File: src/hdl/char_lcd_nibble_write_sequencer_top_defines.svh
// ----------------------------------------------------------------------------
// LCD write sequencer assertion macros
// Concurrent assertion wrappers; ASSERT_OFF removes them.
// ----------------------------------------------------------------------------
`ifndef CHAR_LCD_NIBBLE_WRITE_SEQUENCER_TOP_DEFINES_SVH
`define CHAR_LCD_NIBBLE_WRITE_SEQUENCER_TOP_DEFINES_SVH

`ifndef ASSERT_OFF
`define LCDS_ASSERT(lbl, clk_i, rst_ni, prop, msg) \
	lbl: assert property (@(posedge clk_i) disable iff (!rst_ni) (prop)) else $error(msg);
`define LCDS_ASSERT_NEXT(lbl, clk_i, rst_ni, ante, cons, msg) \
	lbl: assert property (@(posedge clk_i) disable iff (!rst_ni) (ante) |=> (cons)) \
		else $error(msg);
`else
`define LCDS_ASSERT(lbl, clk_i, rst_ni, prop, msg)
`define LCDS_ASSERT_NEXT(lbl, clk_i, rst_ni, ante, cons, msg)
`endif

`endif

File: src/hdl/lcdseq_pkg.sv
// ----------------------------------------------------------------------------
// LCD write sequencer package
// Transfer types, request codes and the microcode ROM of the sequencer.
// ----------------------------------------------------------------------------
`default_nettype none

package lcdseq_pkg;

	typedef struct packed {
		logic [1:0] op;
		logic [7:0] byte_value;
	} lcds_in_t;

	typedef struct packed {
		logic       reg_select;
		logic       enable_pin;
		logic [3:0] data_nibble;
		logic [4:0] hold_ms;
		logic       last_phase;
	} lcds_out_t;

	localparam logic [1:0] OP_INIT = 2'd0;
	localparam logic [1:0] OP_CMD  = 2'd1;
	localparam logic [1:0] OP_DATA = 2'd2;

	typedef enum logic [1:0] {
		NIB_CONST,
		NIB_HI,
		NIB_LO
	} nib_sel_t;

	typedef struct packed {
		logic       enable;
		nib_sel_t   nib_sel;
		logic [3:0] nib;
		logic [4:0] hold;
		logic       last;
	} ucw_t;

	localparam int UC_DEPTH = 37;
	localparam int PC_W     = $clog2(UC_DEPTH);

	localparam logic [PC_W-1:0] UC_INIT = PC_W'(0);
	localparam logic [PC_W-1:0] UC_BYTE = PC_W'(33);
	localparam logic [PC_W-1:0] UC_LAST = PC_W'(UC_DEPTH - 1);

	localparam logic [4:0] STROBE_MS  = 5'd2;
	localparam logic [4:0] POWERUP_MS = 5'd20;

	function automatic ucw_t cw(input logic e, input nib_sel_t sel, input logic [3:0] nib,
			input logic [4:0] hold, input logic last);
		ucw_t w;
		w.enable  = e;
		w.nib_sel = sel;
		w.nib     = nib;
		w.hold    = hold;
		w.last    = last;
		return w;
	endfunction

	// Init: power-up idle, then 03,03,03,02,28,0C,06,01 as full bytes.
	// Byte routine: nibbles taken from the latched byte.
	function automatic ucw_t uc_rom(input logic [PC_W-1:0] pc);
		ucw_t w;
		case (pc)
			6'd0:  w = cw(1'b0, NIB_CONST, 4'h0, POWERUP_MS, 1'b0);
			// 0x03, 5 ms
			6'd1:  w = cw(1'b1, NIB_CONST, 4'h0, STROBE_MS, 1'b0);
			6'd2:  w = cw(1'b0, NIB_CONST, 4'h0, 5'd0, 1'b0);
			6'd3:  w = cw(1'b1, NIB_CONST, 4'h3, STROBE_MS, 1'b0);
			6'd4:  w = cw(1'b0, NIB_CONST, 4'h3, 5'd5, 1'b0);
			// 0x03, 5 ms
			6'd5:  w = cw(1'b1, NIB_CONST, 4'h0, STROBE_MS, 1'b0);
			6'd6:  w = cw(1'b0, NIB_CONST, 4'h0, 5'd0, 1'b0);
			6'd7:  w = cw(1'b1, NIB_CONST, 4'h3, STROBE_MS, 1'b0);
			6'd8:  w = cw(1'b0, NIB_CONST, 4'h3, 5'd5, 1'b0);
			// 0x03, 1 ms
			6'd9:  w = cw(1'b1, NIB_CONST, 4'h0, STROBE_MS, 1'b0);
			6'd10: w = cw(1'b0, NIB_CONST, 4'h0, 5'd0, 1'b0);
			6'd11: w = cw(1'b1, NIB_CONST, 4'h3, STROBE_MS, 1'b0);
			6'd12: w = cw(1'b0, NIB_CONST, 4'h3, 5'd1, 1'b0);
			// 0x02, 1 ms
			6'd13: w = cw(1'b1, NIB_CONST, 4'h0, STROBE_MS, 1'b0);
			6'd14: w = cw(1'b0, NIB_CONST, 4'h0, 5'd0, 1'b0);
			6'd15: w = cw(1'b1, NIB_CONST, 4'h2, STROBE_MS, 1'b0);
			6'd16: w = cw(1'b0, NIB_CONST, 4'h2, 5'd1, 1'b0);
			// 0x28, 1 ms
			6'd17: w = cw(1'b1, NIB_CONST, 4'h2, STROBE_MS, 1'b0);
			6'd18: w = cw(1'b0, NIB_CONST, 4'h2, 5'd0, 1'b0);
			6'd19: w = cw(1'b1, NIB_CONST, 4'h8, STROBE_MS, 1'b0);
			6'd20: w = cw(1'b0, NIB_CONST, 4'h8, 5'd1, 1'b0);
			// 0x0C, 1 ms
			6'd21: w = cw(1'b1, NIB_CONST, 4'h0, STROBE_MS, 1'b0);
			6'd22: w = cw(1'b0, NIB_CONST, 4'h0, 5'd0, 1'b0);
			6'd23: w = cw(1'b1, NIB_CONST, 4'hC, STROBE_MS, 1'b0);
			6'd24: w = cw(1'b0, NIB_CONST, 4'hC, 5'd1, 1'b0);
			// 0x06, 1 ms
			6'd25: w = cw(1'b1, NIB_CONST, 4'h0, STROBE_MS, 1'b0);
			6'd26: w = cw(1'b0, NIB_CONST, 4'h0, 5'd0, 1'b0);
			6'd27: w = cw(1'b1, NIB_CONST, 4'h6, STROBE_MS, 1'b0);
			6'd28: w = cw(1'b0, NIB_CONST, 4'h6, 5'd1, 1'b0);
			// 0x01, 2 ms
			6'd29: w = cw(1'b1, NIB_CONST, 4'h0, STROBE_MS, 1'b0);
			6'd30: w = cw(1'b0, NIB_CONST, 4'h0, 5'd0, 1'b0);
			6'd31: w = cw(1'b1, NIB_CONST, 4'h1, STROBE_MS, 1'b0);
			6'd32: w = cw(1'b0, NIB_CONST, 4'h1, 5'd2, 1'b1);
			// byte routine
			6'd33: w = cw(1'b1, NIB_HI, 4'h0, STROBE_MS, 1'b0);
			6'd34: w = cw(1'b0, NIB_HI, 4'h0, 5'd0, 1'b0);
			6'd35: w = cw(1'b1, NIB_LO, 4'h0, STROBE_MS, 1'b0);
			6'd36: w = cw(1'b0, NIB_LO, 4'h0, 5'd0, 1'b1);
			default: w = cw(1'b0, NIB_CONST, 4'h0, 5'd0, 1'b1);
		endcase
		return w;
	endfunction

endpackage

`default_nettype wire

File: src/hdl/char_lcd_nibble_write_sequencer_top.sv
// ----------------------------------------------------------------------------
// Character LCD 4-bit write sequencer
// Turns init, command and data requests into timed RS/E/D7..D4 phases.
// ----------------------------------------------------------------------------
// One request is taken when the sequencer is free; it then gives one phase per
// clock while the output side does not stall, from a 37-word microcode ROM,
// stepped by a program counter, into an output register. An init request gives
// 33 phases (20 ms idle, then eight command bytes), a command or data request
// gives 4; the sequencer goes free once the word flagged last is stepped out,
// and no new request is taken before then. A request with op 3 is taken and
// dropped. The phase hold times are reported in hold_ms for the pin driver
// to time out; this block does not wait them.
`default_nettype none
`include "char_lcd_nibble_write_sequencer_top_defines.svh"

module char_lcd_nibble_write_sequencer_top
	import lcdseq_pkg::*;
(
	input  wire logic      clk,
	input  wire logic      arst_n,
	input  wire logic      in_valid,
	output      logic      in_ready,
	input  wire lcds_in_t  in_item,
	output      logic      out_valid,
	input  wire logic      out_ready,
	output      lcds_out_t out_item
);

	logic            busy_q;
	logic [PC_W-1:0] pc_q;
	logic            rs_q;
	logic [7:0]      byte_q;
	logic            out_valid_q;
	lcds_out_t       out_q;

	ucw_t       ucw;
	logic [3:0] nib;
	logic       advance;
	logic       in_xfer;

	assign in_ready  = !busy_q;
	assign in_xfer   = in_valid && in_ready;
	assign advance   = busy_q && (!out_valid_q || out_ready);
	assign out_valid = out_valid_q;
	assign out_item  = out_q;

	always_comb begin
		ucw = uc_rom(pc_q);
		case (ucw.nib_sel)
			NIB_CONST: nib = ucw.nib;
			NIB_HI:    nib = byte_q[7:4];
			NIB_LO:    nib = byte_q[3:0];
			default:   nib = ucw.nib;
		endcase
	end

	always_ff @(posedge clk or negedge arst_n) begin
		if (!arst_n) begin
			busy_q      <= 1'b0;
			pc_q        <= UC_INIT;
			out_valid_q <= 1'b0;
		end else begin
			if (out_valid_q && out_ready)
				out_valid_q <= 1'b0;
			if (advance) begin
				out_valid_q <= 1'b1;
				pc_q        <= pc_q + PC_W'(1);
				if (ucw.last)
					busy_q <= 1'b0;
			end
			if (in_xfer) begin
				case (in_item.op)
					OP_INIT: begin
						pc_q   <= UC_INIT;
						busy_q <= 1'b1;
					end
					OP_CMD, OP_DATA: begin
						pc_q   <= UC_BYTE;
						busy_q <= 1'b1;
					end
					default: ;
				endcase
			end
		end
	end

	// payload, no reset needed
	always_ff @(posedge clk) begin
		if (in_xfer) begin
			rs_q   <= (in_item.op == OP_DATA);
			byte_q <= in_item.byte_value;
		end
		if (advance) begin
			out_q.reg_select  <= rs_q && (pc_q >= UC_BYTE);
			out_q.enable_pin  <= ucw.enable;
			out_q.data_nibble <= nib;
			out_q.hold_ms     <= ucw.hold;
			out_q.last_phase  <= ucw.last;
		end
	end

	`LCDS_ASSERT(a_pc_in_range, clk, arst_n, !busy_q || (pc_q <= UC_LAST),
		"program counter past end of microcode")
	`LCDS_ASSERT_NEXT(a_stall_holds_pc, clk, arst_n,
		busy_q && out_valid_q && !out_ready, $stable(pc_q),
		"sequencer stepped while output stalled")
	`LCDS_ASSERT_NEXT(a_byte_entry, clk, arst_n,
		in_xfer && (in_item.op == OP_CMD || in_item.op == OP_DATA),
		busy_q && (pc_q == UC_BYTE), "byte request did not enter byte routine")
	`LCDS_ASSERT_NEXT(a_init_entry, clk, arst_n, in_xfer && (in_item.op == OP_INIT),
		busy_q && (pc_q == UC_INIT), "init request did not enter init routine")

endmodule

`default_nettype wire

File: config.mk
export PLATFORM = sky130hd
export DESIGN_NAME = char_lcd_nibble_write_sequencer_top
export DESIGN_NICKNAME = d
export VERILOG_FILES = /design/src/hdl/lcdseq_pkg.sv /design/src/hdl/char_lcd_nibble_write_sequencer_top.sv
export VERILOG_INCLUDE_DIRS = /design/src /design/src/hdl
export SDC_FILE = /design/constraint.sdc
export NUM_CORES = 1
export LEC_CHECK = 0
export BUFFER_PORTS_ARGS = -buffer_cell sky130_fd_sc_hd__buf_2
export CORE_UTILIZATION = 34
export DETAILED_ROUTE_END_ITERATION = 16
export SLEW_MARGIN = 40
export SYNTH_ARGS = -nofsm -noshare
export SYNTH_HDL_FRONTEND = slang
export SYNTH_SLANG_ARGS = --single-unit
File: constraint.sdc
create_clock -name clk -period 2.62 [get_ports clk]
set_input_delay 0.524 -clock clk [delete_from_list [all_inputs] [get_ports clk]]
set_output_delay 0.524 -clock clk [all_outputs]
set_load 0.05 [all_outputs]
==> impl_metrics.csv <==
group,metric,value,unit
status,status,"complete, no violations",
critical_path,cp_max_fo,7,
sta,fmax,409,MHz
sta,setup_tns,0,ns
floorplan,initial_core_util,0.360,
floorplan,die_h,67.8,um
cts,clkTransAtPathRegs,0.10,ns
sta,final_hold_viol_count,0,
floorplan,num_rows,23,
critical_path,startpoint_type,"flop",
placed_design,buffer_ports.inserted,26,
final_layout,num-fill-cells,400,
grt,grt-ovfl-total,0,
critical_path,slowest_delay,0.50,ns
floorplan,die_x,67.8,um
floorplan,fp.dieArea,0.00459,mm^2
final_layout,drive_above_1_share,0.233,
flow_run,timing.max_cap.violations,0,
detailed_routing,first_pass_iters,4,
detailed_routing,drtIter0Drc,16,
synth,syn_avg_cell_area,11.1,um^2
cts,cts_buffers,3,
synth,synth_seq_cells,28,
sta,period_share,0.933,
grt,antenna_found_initial,0,
cts,clock-sinks,28,
synth,async_reset_ff_frac,0.286,
grt,track_usage,0.135,
synth,yosysWarnings,0,
critical_path,crit_chain,"inv_2 > ha_2 > mux2i_1 > or4b_1 > ha_1 > a221oi_1 > a31oi_1",
final_layout,area.sequential,801,um^2
final_layout,multiInputGateArea,592,um^2
critical_path,critPathBufInv,1,
cts,cts_max_level,1,
power_and_ir_drop,p_leak,0.732,nW
critical_path,critical-path-top-delay-family,"adder cells",
cts,cts_tree,"built",
detailed_routing,num_vias,1058,
sta,clock_skew,0.00850,ns
final_layout,final_cell_area,0.00172,mm^2
critical_path,worstSetupPathType,"flop to flop",
grt,grt_max_degree,16,
placed_design,hpwlAfterDp,1.98,mm
power_and_ir_drop,powerDensity,1260,mW/mm^2
cts,cts_root_buf,"clkbuf_8",
sta,slew_viol_final,0,
detailed_routing,drc,0,
critical_path,critPathCaptureType,"flop",
synth,ys_seq_area_frac,0.544,
detailed_routing,drtAntennaViolNets,0,
sta,grt_setup_unrepaired,"false",
critical_path,critPathRequiredTime,2.63,ns
placed_design,dp.cells,205,
synth,syn_inst,132,
grt,grt_use_met3,0.0203,
power_and_ir_drop,irDropWorstVdd,0.352,mV
final_layout,syn_to_final_growth,16.8,%
cts,cts_hold_buffers,0,
floorplan,pin_count,28,
grt,grt_pass1_vias,996,
cts,cts_setup_buffers,0,
hold_path,hp-class,"input pin to async pin",
grt,use_met2,0.218,
synth,syn-num-nets,158,
final_layout,antennaDiodeCount,0,
detailed_routing,post_drt_wl_per_cell,13.0,um
detailed_routing,routed_wirelength,2.72,mm
synth,ys_types,35,
grt,grt_busiest_layer,"met2",
grt,met1_usage,0.178,
grt,grt_pass1_wl,4.53,mm
final_layout,fin_cells,209,
placed_design,dpl_cell_area,0.00166,mm^2
critical_path,cpMaxStageDelayCell,"or4b_1",
sta,setup_violations,0,
cts,insertion_delay,0.28,ns
floorplan,core_area,0.00409,mm^2
synth,synth_edf_count,20,
cts,clockBufferDepth,2,
detailed_routing,viasPerCell,5.06,
synth,syn_area,0.00147,mm^2
sta,fin_crit,2.44,ns
synth,dominantRegCellSynth,"edfxtp_1",
placed_design,place_congestion,0.824,
final_layout,layout.nets,186,
critical_path,crit_arrival,2.46,ns
[state kept, by name, summed over array words and instances, names as in the netlist]
signal     flops
pc_q           6
out_item      11
rs_q           1
busy_q         1
out_valid      1
byte_q         8
[worst paths after layout]
check / depth (start not counted) / to / from / slack [ns]
max in group asynchronous: 1 / pc_q[5] / arst_n / 2.38
setup / recovery: 7 / out_item[6] / pc_q[0] / 0.18
hold reg to reg: 2 / out_valid / out_valid / 0.62
min in group clk: 1 / byte_q[0] / in_item[0] / 0.42
setup reg to reg: 7 / out_item[6] / pc_q[0] / 0.18
hold / removal: 1 / pc_q[4] / arst_n / 0.07
[what timing repair did]
item,CTS,global route
endpoints found under the hold margin,0,0
gates resized for setup,0,2
setup endpoints to repair,0,1
[layout make-up]
cell class / count / area share
sequential: 28 / 0.466
tap: 50 / 0.0364
inverter: 11 / 0.0240
timing repair buffer: 31 / 0.0975
clock buffer: 4 / 0.0320
multi-input combinational: 85 / 0.344
[layout by cell type (no fill, tap or decap), drive strengths merged]
cell,instances
or4b,1
a211oi,1
and3,2
mux2i,3
nand3,5
ha,12
o22ai,3
a31oi,2
nand2,8
a31o,1
buf,31
clkbuf,4
o21ai,3
dfrtp,8
nand2b,5
nor2b,2
o21a,2
and2,1
nor3,3
xor2,2
nor2,5
or3,2
a22oi,3
conb,1
a221oi,1
inv,11
a211o,2
xnor2,1
edfxtp,20
or2,1
a21oi,9
nand3b,2
nand4,2
[stage by stage]
stage / hold WS (ns) / util / setup slack, ns / total power [W]
after floorplan: 0.228 / - / 0.372 / 0.00163
after global placement: 0.376 / 0.407 / 0.255 / 0.00187
after detailed placement: 0.374 / 0.407 / 0.113 / 0.00189
after CTS: 0.0639 / 0.420 / 0.0891 / 0.00217
after global routing: 0.0712 / 0.421 / 0.0377 / 0.00231
final: 0.0651 / 0.421 / 0.176 / 0.00216
[where the power goes]
part	internal (W)	leakage (nW)	switching [W]	total [W]
sequential	0.000663	0.289	0.0000903	0.000754
clock	0.000135	0.0288	0.000132	0.000267
combinational	0.000382	0.414	0.000762	0.00114
total	0.00118	0.732	0.000985	0.00216
[layer usage]
layer,up-vias,routed length [um]
met3,5,82
met4,0,50
met1,514,1260
met5,-,0
li1,520,-
met2,19,1330
[cell usage after synthesis (4+ instances only)]
cell type  number  area [um^2]
ha_1           12          150
dfrtp_1         8          200
edfxtp_1       20          601
inv_1          11         41.3
a21oi_1         9         45.0
nand2_1         8         30.0
nand3_1         5         25.0
nor2_1          5         18.8
buf_2           4         20.0
nand2b_1        5         31.3
[kinds of logic (layout without fill, tap and decap cells)]
kind of cell / count (synthesis) / count (layout) / synth area share
AO/OA/AOI/OAI: 27 / 27 / 0.116
XOR/XNOR: 3 / 3 / 0.0179
adder cells (fa/ha/maj): 12 / 12 / 0.102
buffers and inverters: 19 / 46 / 0.0553
flip-flops: 28 / 28 / 0.544
multiplexers: 3 / 3 / 0.0204
other: 1 / 1 / 0.00255
AND/OR/NAND/NOR: 39 / 39 / 0.141
(Power assumes the default switching activity.)
